==> src/rtl/core/olist_pkg.sv <==
// ----------------------------------------------------------------------------
// olist_pkg: shared types and constants for the ordered list engine
// Holds list sizing, command and status codes, controller states and the
// command/status bundles exchanged between controller and datapath.
// ----------------------------------------------------------------------------
`timescale 1ns / 1ps

package olist_pkg;

  // List sizing
  localparam int CAPACITY    = 16;
  localparam int MAX_RESULTS = 16;
  localparam int CNT_W       = $clog2(CAPACITY + 1);
  localparam int IDX_W       = (CAPACITY > 1) ? $clog2(CAPACITY) : 1;

  // Field widths
  localparam int CMD_W    = 3;
  localparam int VALUE_W  = 32;
  localparam int POS_W    = 4;
  localparam int STATUS_W = 2;
  localparam int LEN_W    = 5;

  // Command codes
  typedef enum logic [CMD_W-1:0] {
    CMD_INS_HEAD = 3'd0,
    CMD_INS_TAIL = 3'd1,
    CMD_DEL_POS  = 3'd2,
    CMD_DEL_TAIL = 3'd3,
    CMD_DEL_HEAD = 3'd4,
    CMD_SEARCH   = 3'd5,
    CMD_LIST     = 3'd6
  } olist_cmd_t;

  // Result status codes
  typedef enum logic [STATUS_W-1:0] {
    STAT_OK      = 2'd0,
    STAT_EMPTY   = 2'd1,
    STAT_MISSING = 2'd2,
    STAT_FULL    = 2'd3
  } olist_status_t;

  // Controller states
  typedef enum logic [1:0] {
    S_IDLE,
    S_EXEC,
    S_LIST
  } olist_state_t;

  // Controller to datapath commands
  typedef struct packed {
    logic load;       // latch an accepted request
    logic exec;       // apply the request and emit its single result (none for an unused code)
    logic list_emit;  // emit the current entry and advance the list pointer
  } olist_ctl_t;

  // Datapath to controller status
  typedef struct packed {
    logic out_free;   // output register can take a result this cycle
    logic do_list;    // latched request lists a non-empty list
    logic list_last;  // current list entry is the final one to send
  } olist_sts_t;

endpackage

==> src/rtl/core/olist_ctrl.sv <==
// ----------------------------------------------------------------------------
// olist_ctrl: request sequencer of the ordered list engine
// Accepts one request at a time, triggers the single-result edit or search,
// and steps the datapath through the entries of a list request.
// ----------------------------------------------------------------------------
`timescale 1ns / 1ps

module olist_ctrl
  import olist_pkg::*;
(
  input  logic       clk,
  input  logic       rst_n,
  input  logic       in_tvalid,
  output logic       in_tready,
  input  olist_sts_t sts,
  output olist_ctl_t ctl
);

  olist_state_t state_r, state_nxt;

  // Next state
  always_comb begin
    state_nxt = state_r;
    unique case (state_r)
      S_IDLE: begin
        if (in_tvalid) state_nxt = S_EXEC;
      end
      S_EXEC: begin
        if (sts.do_list) state_nxt = S_LIST;
        else if (sts.out_free) state_nxt = S_IDLE;
      end
      S_LIST: begin
        if (sts.out_free && sts.list_last) state_nxt = S_IDLE;
      end
      default: state_nxt = S_IDLE;
    endcase
  end

  // Outputs
  always_comb begin
    in_tready     = 1'b0;
    ctl.load      = 1'b0;
    ctl.exec      = 1'b0;
    ctl.list_emit = 1'b0;
    unique case (state_r)
      S_IDLE: begin
        in_tready = 1'b1;
        ctl.load  = in_tvalid;
      end
      S_EXEC: begin
        ctl.exec = !sts.do_list && sts.out_free;
      end
      S_LIST: begin
        ctl.list_emit = sts.out_free;
      end
      default: ;
    endcase
  end

  // State register
  always_ff @(posedge clk) begin
    if (!rst_n) begin
      state_r <= S_IDLE;
    end else begin
      state_r <= state_nxt;
    end
  end

endmodule

==> src/rtl/core/olist_dp.sv <==
// ----------------------------------------------------------------------------
// olist_dp: entry cells and result register of the ordered list engine
// Each entry cell loads its neighbor, the new value or itself in one step;
// a search compares every cell at once. Results sit in an output register.
// ----------------------------------------------------------------------------
`timescale 1ns / 1ps

module olist_dp
  import olist_pkg::*;
(
  input  logic                clk,
  input  logic                rst_n,
  input  olist_ctl_t          ctl,
  output olist_sts_t          sts,
  input  logic [CMD_W-1:0]    in_cmd,
  input  logic [VALUE_W-1:0]  in_value,
  input  logic [POS_W-1:0]    in_position,
  input  logic                out_tready,
  output logic                out_valid,
  output logic [STATUS_W-1:0] out_status,
  output logic                out_found,
  output logic [VALUE_W-1:0]  out_entry_value,
  output logic                out_last,
  output logic [LEN_W-1:0]    out_length
);

  // Latched request
  olist_cmd_t          cmd_r;
  logic [VALUE_W-1:0]  value_r;
  logic [POS_W-1:0]    pos_r;

  // List state
  logic [VALUE_W-1:0]  entries_r [CAPACITY];
  logic [VALUE_W-1:0]  entries_nxt [CAPACITY];
  logic [CNT_W-1:0]    count_r, count_nxt;
  logic [IDX_W-1:0]    idx_r, idx_nxt;

  // Output register
  logic                out_valid_r, out_valid_nxt;
  logic [STATUS_W-1:0] out_status_r, out_status_nxt;
  logic                out_found_r, out_found_nxt;
  logic [VALUE_W-1:0]  out_value_r, out_value_nxt;
  logic                out_last_r, out_last_nxt;
  logic [LEN_W-1:0]    out_length_r, out_length_nxt;

  logic                list_empty;
  logic                list_full;
  logic                pos_bad;
  logic                hit;
  logic [VALUE_W-1:0]  cur_entry;
  olist_status_t       stat;

  assign list_empty = (count_r == '0);
  assign list_full  = (count_r == CNT_W'(CAPACITY));
  assign pos_bad    = (32'(pos_r) >= 32'(count_r));
  assign cur_entry  = entries_r[idx_r];

  // Status toward the controller
  assign sts.out_free  = !out_valid_r || out_tready;
  assign sts.do_list   = (cmd_r == CMD_LIST) && !list_empty;
  assign sts.list_last = ((CNT_W'(idx_r) + CNT_W'(1)) == count_r) ||
                         (32'(idx_r) == MAX_RESULTS - 1);

  // Compare every valid cell against the search value
  always_comb begin
    hit = 1'b0;
    for (int i = 0; i < CAPACITY; i++) begin
      if ((32'(i) < 32'(count_r)) && (entries_r[i] == value_r)) hit = 1'b1;
    end
  end

  // Edit the cells and the count for a single-result request
  always_comb begin
    for (int i = 0; i < CAPACITY; i++) entries_nxt[i] = entries_r[i];
    count_nxt = count_r;
    stat      = STAT_OK;
    if (ctl.exec) begin
      unique case (cmd_r) inside
        CMD_INS_HEAD: begin
          if (list_full) begin
            stat = STAT_FULL;
          end else begin
            entries_nxt[0] = value_r;
            for (int i = 1; i < CAPACITY; i++) entries_nxt[i] = entries_r[i-1];
            count_nxt = count_r + CNT_W'(1);
          end
        end
        CMD_INS_TAIL: begin
          if (list_full) begin
            stat = STAT_FULL;
          end else begin
            for (int i = 0; i < CAPACITY; i++) begin
              if (32'(i) == 32'(count_r)) entries_nxt[i] = value_r;
            end
            count_nxt = count_r + CNT_W'(1);
          end
        end
        CMD_DEL_POS: begin
          if (list_empty) begin
            stat = STAT_EMPTY;
          end else if (pos_bad) begin
            stat = STAT_MISSING;
          end else begin
            for (int i = 0; i < CAPACITY - 1; i++) begin
              if (32'(i) >= 32'(pos_r)) entries_nxt[i] = entries_r[i+1];
            end
            count_nxt = count_r - CNT_W'(1);
          end
        end
        CMD_DEL_TAIL: begin
          if (list_empty) stat = STAT_EMPTY;
          else count_nxt = count_r - CNT_W'(1);
        end
        CMD_DEL_HEAD: begin
          if (list_empty) begin
            stat = STAT_EMPTY;
          end else begin
            for (int i = 0; i < CAPACITY - 1; i++) entries_nxt[i] = entries_r[i+1];
            count_nxt = count_r - CNT_W'(1);
          end
        end
        CMD_SEARCH, CMD_LIST: begin
          if (list_empty) stat = STAT_EMPTY;
        end
        default: ;
      endcase
    end
  end

  // Load the output register and step the list pointer
  always_comb begin
    out_valid_nxt  = out_valid_r && !out_tready;
    out_status_nxt = out_status_r;
    out_found_nxt  = out_found_r;
    out_value_nxt  = out_value_r;
    out_last_nxt   = out_last_r;
    out_length_nxt = out_length_r;
    idx_nxt        = idx_r;
    if (ctl.load) begin
      idx_nxt = '0;
    end
    if (ctl.exec && (cmd_r <= CMD_LIST)) begin
      out_valid_nxt  = 1'b1;
      out_status_nxt = stat;
      out_found_nxt  = (cmd_r == CMD_SEARCH) && !list_empty && hit;
      out_value_nxt  = '0;
      out_last_nxt   = 1'b1;
      out_length_nxt = LEN_W'(count_nxt);
    end
    if (ctl.list_emit) begin
      out_valid_nxt  = 1'b1;
      out_status_nxt = STAT_OK;
      out_found_nxt  = 1'b0;
      out_value_nxt  = cur_entry;
      out_last_nxt   = sts.list_last;
      out_length_nxt = LEN_W'(count_r);
      idx_nxt        = idx_r + IDX_W'(1);
    end
  end

  // Hold the latched request
  always_ff @(posedge clk) begin
    if (ctl.load) begin
      cmd_r   <= olist_cmd_t'(in_cmd);
      value_r <= in_value;
      pos_r   <= in_position;
    end
  end

  // Entry cells and result payload
  always_ff @(posedge clk) begin
    for (int i = 0; i < CAPACITY; i++) entries_r[i] <= entries_nxt[i];
    out_status_r <= out_status_nxt;
    out_found_r  <= out_found_nxt;
    out_value_r  <= out_value_nxt;
    out_last_r   <= out_last_nxt;
    out_length_r <= out_length_nxt;
  end

  // Control registers
  always_ff @(posedge clk) begin
    if (!rst_n) begin
      count_r     <= '0;
      idx_r       <= '0;
      out_valid_r <= 1'b0;
    end else begin
      count_r     <= count_nxt;
      idx_r       <= idx_nxt;
      out_valid_r <= out_valid_nxt;
    end
  end

  assign out_valid       = out_valid_r;
  assign out_status      = out_status_r;
  assign out_found       = out_found_r;
  assign out_entry_value = out_value_r;
  assign out_last        = out_last_r;
  assign out_length      = out_length_r;

endmodule

==> src/rtl/core/ordered_list_engine.sv <==
// ----------------------------------------------------------------------------
// ordered_list_engine: ordered list of signed 32-bit values
// Inserts at head or tail, deletes by position, head or tail, searches and
// lists the entries of a list held in shift cells.
//
//   channel | direction | tdata fields (low bit up)                | tuser
//   --------+-----------+------------------------------------------+--------
//   in_     | request   | value[31:0], position[35:32], zero pad   | cmd
//   out_    | result    | found[0], entry_value[32:1],             | status
//           |           | length[37:33], zero pad                  |
//
// A request is accepted in the idle step, then edits or searches the cells in
// the edit step. A list request goes on to the list step and sends one entry
// per cycle while not stalled, from the single read mux on the entry cells.
// Reset clears the list to empty; no clearing pass is needed.
// The result register lets a new request be accepted while a result waits;
// a stalled output holds the sequencer in the edit or list step.
// ----------------------------------------------------------------------------
`timescale 1ns / 1ps

module ordered_list_engine
  import olist_pkg::*;
(
  input  logic        clk,
  input  logic        rst_n,
  input  logic        in_tvalid,
  output logic        in_tready,
  input  logic [39:0] in_tdata,   // value[31:0], position[35:32]
  input  logic [2:0]  in_tuser,   // cmd[2:0]
  output logic        out_tvalid,
  input  logic        out_tready,
  output logic [39:0] out_tdata,  // found[0], entry_value[32:1], length[37:33]
  output logic [1:0]  out_tuser,  // status[1:0]
  output logic        out_tlast
);

  olist_ctl_t          ctl;
  olist_sts_t          sts;
  logic [STATUS_W-1:0] status;
  logic                found;
  logic [VALUE_W-1:0]  entry_value;
  logic [LEN_W-1:0]    length;

  // Sequencer
  olist_ctrl u_ctrl (
    .clk       (clk),
    .rst_n     (rst_n),
    .in_tvalid (in_tvalid),
    .in_tready (in_tready),
    .sts       (sts),
    .ctl       (ctl)
  );

  // Entry cells and result register
  olist_dp u_dp (
    .clk             (clk),
    .rst_n           (rst_n),
    .ctl             (ctl),
    .sts             (sts),
    .in_cmd          (in_tuser),
    .in_value        (in_tdata[31:0]),
    .in_position     (in_tdata[35:32]),
    .out_tready      (out_tready),
    .out_valid       (out_tvalid),
    .out_status      (status),
    .out_found       (found),
    .out_entry_value (entry_value),
    .out_last        (out_tlast),
    .out_length      (length)
  );

  // Pack the result
  assign out_tdata = {2'b00, length, entry_value, found};
  assign out_tuser = status;

endmodule

==> config.mk <==
export PLATFORM = sky130hd
export DESIGN_NAME = ordered_list_engine
export DESIGN_NICKNAME = d
export VERILOG_FILES = /design/src/rtl/core/olist_pkg.sv /design/src/rtl/core/olist_ctrl.sv /design/src/rtl/core/olist_dp.sv /design/src/rtl/core/ordered_list_engine.sv
export SDC_FILE = /design/constraint.sdc
export NUM_CORES = 1
export LEC_CHECK = 0
export BUFFER_PORTS_ARGS = -buffer_cell sky130_fd_sc_hd__clkbuf_2
export CELL_PAD_IN_SITES_DETAIL_PLACEMENT = 0
export CELL_PAD_IN_SITES_GLOBAL_PLACEMENT = 1
export CORE_MARGIN = 3
export CORE_UTILIZATION = 41
export CTS_CLUSTER_SIZE = 24
export DETAILED_ROUTE_END_ITERATION = 8
export PLACE_DENSITY = 0.62
export SYNTH_ARGS = -nofsm -noshare
export SYNTH_HDL_FRONTEND = slang
export SYNTH_HIERARCHICAL = 1
export SYNTH_SLANG_ARGS = --single-unit
==> constraint.sdc <==
create_clock -name clk -period 22.8 [get_ports clk]
set_input_delay 4.56 -clock clk [delete_from_list [all_inputs] [get_ports clk]]
set_output_delay 4.56 -clock clk [all_outputs]
set_load 0.005 [all_outputs]
# ---- After elaboration in Yosys (flattened, before gate mapping)
# Memories as Yosys holds them, arrays and structs flattened. A register that Yosys moved wholly into a read port is not among the register bits.
# Cells that the tools add are included.
# W data, S select, Z words.
dict set report word_totals {
  reg_bits 92
  mem_bits_rw 512
  elab_cells 221
  n_memories 1
}
dict set report op_classes {
  add_sub_neg 4
  order_cmp 33
  n_eq_ne 45
  muxes 88
  n_reduce_logical 38
}
# memory words word_bits rd rd_clocked_by_memory_dff wr line_no
set mem_list {}
lappend mem_list {u_dp.entries_r 16 32 17 1 16 olist_dp.sv:33} ;# logic [VALUE_W-1:0] entries_r [CAPACITY];
# operator count
set op_table {}
lappend op_table {{$pmux W480 S4} 1}
lappend op_table {{$mux W512} 3}
lappend op_table {{$mux W480} 3}
lappend op_table {{$mux W32} 33}
lappend op_table {{$eq A32 B32 Y1} 16}
lappend op_table {{$pmux W32 S2} 1}
lappend op_table {{$eq A4 B5 Y1 const A} 8}
lappend op_table {{$lt A4 B5 Y1 const A} 8}
lappend op_table {{$mux W5} 7}
lappend op_table {{$ge A4 B4 Y1 const A} 7}
lappend op_table {{$mux W1} 25}
lappend op_table {{$logic_and A1 B1 Y1} 23}
lappend op_table {{$eq A3 B5 Y1 const A} 4}
lappend op_table {{$lt A3 B5 Y1 const A} 4}
lappend op_table {{$ge A3 B4 Y1 const A} 4}
lappend op_table {{$mux W2} 8}
lappend op_table {{$mux W4} 4}
lappend op_table {{$pmux W5 S3} 1}
lappend op_table {{$pmux W2 S3} 2}
lappend op_table {{$eq A2 B5 Y1 const A} 2}
lappend op_table {{$lt A1 B5 Y1 const A} 2}
lappend op_table {{$lt A2 B5 Y1 const A} 2}
lappend op_table {{$eq A3 B3 Y1 const B} 3}
lappend op_table {{$ge A1 B4 Y1 const A} 2}
lappend op_table {{other kinds (27)} 35}

# ---- Logic depth before layout (Yosys ltp)
# An unclocked memory read counts as a cell.
dict set report depth {
  word_depth 20
  ltp_mapped 14
  ltp_nobuf 12
}

# ---- Hierarchy
# Netlist, hierarchy kept.
# module n_inst cells_per_inst area_per_inst_um2 seq_area_each_um2
set modules_own_cells {}
lappend modules_own_cells {olist_dp 1 2551 35336.4 18027.3}
lappend modules_own_cells {olist_ctrl 1 14 120.1 40.0}
lappend modules_own_cells {ordered_list_engine 1 4 26.3 0.0}

# ---- Worst setup path after synthesis
# OpenSTA, ideal clock, no wires.
dict set report synth_timing {
  path_type {input to register}
  startpoint {in out_tready}
  endpoint {mem u_dp.entries_r[3][0], enable pin}
  setup_time_ns 0.595
  arrival_ns 10.817
  required_ns 22.205
  setup_slack_ns 11.388
  path_stages 4
  path_buffers 0
  path_cell_list {nand2b_1 -> nor4bb_1 -> o211ai_1 -> a2111oi_0}
}
# element line_no
set synth_rtl {}
lappend synth_rtl {{start, declared} ordered_list_engine.sv:31} ;# input logic out_tready,
lappend synth_rtl {{end, declared} olist_dp.sv:33}

==> summary.txt <==
Clock tree
  • Clock tree buffer depth: 3
  • TritonCTS sink count: 608
  • Inserted Clock Buffers: 76
  • Post-cts resize count: 0
  • CTS tree: done
  • CTS clk-pin slew, worst paths: 0.05 ns
  • Root Buffer: clkbuf_16
  • Clk_lat worst skew: 0.63 ns
  • H-Tree Depth: 3
  • Cts hold-fix bufs: 0
  • Post-CTS Setup Bufs: 0

Power and ir drop
  • Cell Pwr Density: 75.3 nW/um2
  • LEAKAGE: 0.0126 uW
  • Worst vdd ir: 0.0559 mV

Route
  • First-pass iteration count of the detailed router: 6
  • Total vias in the final route: 26,400
  • WL final: 153,000 um
  • DR WL/cell: 41.4 um
  • Remaining antenna violation count: 0
  • DRT iter0 DRCs: 4,521
  • # DRC: 0
  • Vias per cell: 7.13

Flow run
  • Maxcap violations: 0

Logic synthesis
  • Cells after Synth: 2,569
  • Fraction of registers with async set/reset: 0%
  • Fraction of the yosys area taken by sequential cells: 50.9%
  • Count of cell types in the netlist: 65
  • Avg Inst Size Synth: 13.8 um2
  • Post-synthesis register bit count: 608
  • Post-synth EDFFs: 589
  • Prevailing post-synth register cell: edfxtp_1
  • Synth Warn #: 6
  • Syn Std Cell Area: 35,500 um2

Worst setup path
  • Critical Path Start Type: input pin
  • Setup crit end kind: register
  • WP buf/inv: 4
  • Data required, critical path: 23.03 ns
  • FF-to-FF End: u_dp/entries_r[0][28]
  • Crit path largest cell delay: 0.68 ns
  • CP Max Fanout: 32
  • Slowest CP cell: buf_4
  • Critical path cell sequence: clkbuf_2 > nand2b_1 > nor4bb_1 > buf_4 > o211ai_1 > buf_4 > a221oi_4 > buf_4
  • Cell mode on critical path: buf_4
  • CP delay by family, top: buffers and inverters
  • Critical R2R Launch: u_dp/cmd_r[1]
  • R2R Setup Slk: 18.33 ns
  • Worst Reg-to-Reg Cells: 6
  • Kind of critical path: in2reg
  • Arrival time worst endpoint: 6.88 ns

Hold path
  • Hold Path Depth: 2
  • WHS Endpoint: u_dp/out_found
  • Min-Delay Path Class: reg2reg
  • Hold_sp: u_dp/out_found

Global route
  • Initial antenna violation count: 11
  • Total global-route track usage: 33.5%
  • Vias in the first global route: 24,400
  • Total global routing overflow: 0
  • Largest net degree at the start of global routing: 231
  • First-pass GRT wire length: 210,000 um

Placement
  • Port Buffer Count: 85
  • Routability cong.: 0.989
  • HPWL after DPL: 104,000 um

STA
  • Max_slew headroom: 5.70%
  • Final Cycle Share: 29.2%
  • Final Skew: 0.0254 ns
  • Fin. max-slew vios: 0
  • Minimum clock period: 6.65 ns
  • Worst slew pin tran: 1.40 ns
  • Setup tns final: 0 ns
  • FMAX: 150 MHz
  • RSZ-0062 raised after global routing: no
  • Final Hold Viols: 0
  • Setup-failing EPs final: 0

Die
  • Die Y: 300 um
  • Full die area: 90,100 um2
  • Row cnt: 107
  • Initial core utilization: 41.5%
  • Die X-Extent: 300 um
  • Core area: 85,500 um2
  • I/O pin cnt: 92

Run status
  • Status: finished clean

Final layout
  • FILL cells: 7,673
  • Post-layout util: 45.7%
  • P&R area growth vs syn: 10.2%
  • Final nets: 2,558
  • Ratio of cells with drive above 1 in the final layout: 18.5%
-- registers in the layout (all words and copies together) (netlist names), named ones only --
signal	cells
u_dp/out_entry_value	32
u_dp/cmd_r	3
u_dp/value_r	32
u_dp/out_status	2
u_dp/idx_r	4
u_dp/count_r	5
u_ctrl/state_r	2
u_dp/entries_r	512
u_dp/out_valid	1
u_dp/out_length	5
u_dp/out_found	1
u_dp/out_last	1
u_dp/pos_r	4
-- synthesized netlist by cell type, types with 3 or more instances --
| master | instances | share of area (%) |
|---|---|---|
| mux4_2 | 160 | 10 |
| clkbuf_1 | 206 | 2.2 |
| ha_1 | 10 | 0.35 |
| nor2b_1 | 6 | 0.11 |
| buf_2 | 63 | 0.89 |
| nand4_1 | 64 | 1.1 |
| o21ai_0 | 20 | 0.28 |
| buf_1 | 19 | 0.20 |
| mux2i_1 | 4 | 0.11 |
| nand2b_1 | 4 | 0.071 |
| a221o_1 | 449 | 13 |
| nor4_1 | 88 | 1.6 |
| a21o_1 | 36 | 0.76 |
| edfxtp_1 | 589 | 50 |
| and2_1 | 37 | 0.65 |
| nor3_1 | 16 | 0.23 |
| dfxtp_1 | 19 | 1.1 |
| a31oi_1 | 7 | 0.12 |
| xnor2_2 | 3 | 0.14 |
| xnor2_1 | 225 | 5.6 |
| nor2_1 | 28 | 0.30 |
| and3_1 | 35 | 0.62 |
| mux2_2 | 32 | 1.0 |
| buf_6 | 8 | 0.25 |
| a221oi_1 | 6 | 0.15 |
| a311oi_1 | 3 | 0.074 |
| xor2_1 | 293 | 7.2 |
| a2111oi_0 | 5 | 0.12 |
| a211oi_1 | 3 | 0.063 |
| a21oi_1 | 29 | 0.41 |
| nand2_1 | 26 | 0.28 |
| buf_4 | 6 | 0.13 |
| inv_1 | 7 | 0.074 |
| nand3_1 | 20 | 0.28 |
-- routing by layer --
| metal | global-route usage, % | share of wire, % |
|---|---|---|
| met5 | 0 | 0.048 |
| met4 | 13.5 | 4.6 |
| met3 | 10.5 | 13 |
| met2 | 48.6 | 44 |
| met1 | 46.7 | 39 |
-- area by class of cell --
class | instances | area, um2 | area share [%]
diodes | 5 | 12.5 | 0.0320
clock buffers | 101 | 2030 | 5.18
clock inverters | 30 | 239 | 0.611
inverters | 10 | 37.5 | 0.0960
multi-input cells | 1650 | 16300 | 41.7
flip-flops and latches | 608 | 18100 | 46.3
well taps | 1144 | 1430 | 3.66
repair buffers | 155 | 976 | 2.50
-- report_power, final --
group	leakage, uW	switching, uW	total [uW]	internal [uW]
logic	0.00595	296	451	155
registers	0.00555	51.1	1340	1290
clock network	0.00110	483	1150	665
-- cells in the final DEF, fill, tap and decap left out, drive strengths merged, types with 4 or more instances in the layout --
master,n
diode,5
bufinv,4
clkbuf,186
nand2,26
inv,10
nand2b,4
nor2b,6
and2,38
a221oi,6
nor2,28
nor3,16
dfxtp,19
a21o,36
clkinv,25
ha,10
nand4,64
a2111oi,5
mux2,32
buf,70
nand3,20
xor2,293
nor4,88
a21boi,4
xnor2,228
and3,35
o21ai,20
mux4,160
a21oi,29
mux2i,4
a31oi,7
a221o,449
edfxtp,589
-- worst register-to-register path, stage by stage (launching register included) --
cell and delay, ns:
edfxtp_1 0.70, xnor2_1 0.24, nor2_4 0.11, buf_4 0.77, buf_12 0.73, buf_4 1.21, mux2_2 0.45
-- worst max path at each step --
stage	start	end	cells past startpoint
after global routing	out_tready	u_dp/entries_r[3][30]	8
after floorplan	out_tready	u_dp/entries_r[3][0]	4
after detailed placement	out_tready	u_dp/entries_r[3][28]	8
after global placement	out_tready	u_dp/entries_r[3][28]	8
after CTS	out_tready	u_dp/entries_r[3][30]	8
final	out_tready	u_dp/entries_r[11][30]	8
-- stage by stage --
| step | cell area [um2] | setup WS, ns | hold WS [ns] | power [uW] | std cells |
|---|---|---|---|---|---|
| 6_report | 39100 | 16.15 | 0.444 | 2940 | 3703 |
| 3_5_place_dp | 36800 | 15.62 | 0.440 | 1800 | 3567 |
| 3_3_place_gp | 36800 | 15.62 | 0.448 | 1790 | 3567 |
| 5_1_grt | 39100 | 16.09 | 0.482 | 3020 | 3698 |
| 4_1_cts | 39100 | 16.25 | 0.447 | 2950 | 3698 |
| 2_1_floorplan | 35500 | 11.39 | 0.417 | 1620 | 2570 |
-- cell families after synthesis --
family | count (synthesis) | share of synthesized area, %
flops | 608 | 50.9
compound gates | 584 | 15.3
simple gates | 337 | 5.50
xor+xnor | 521 | 12.9
other cells | 1 | 0.0106
buf+inv | 312 | 3.76
mux | 196 | 11.3
fa+ha+maj | 10 | 0.353
Note: power is estimated with default switching activity, not from simulation.
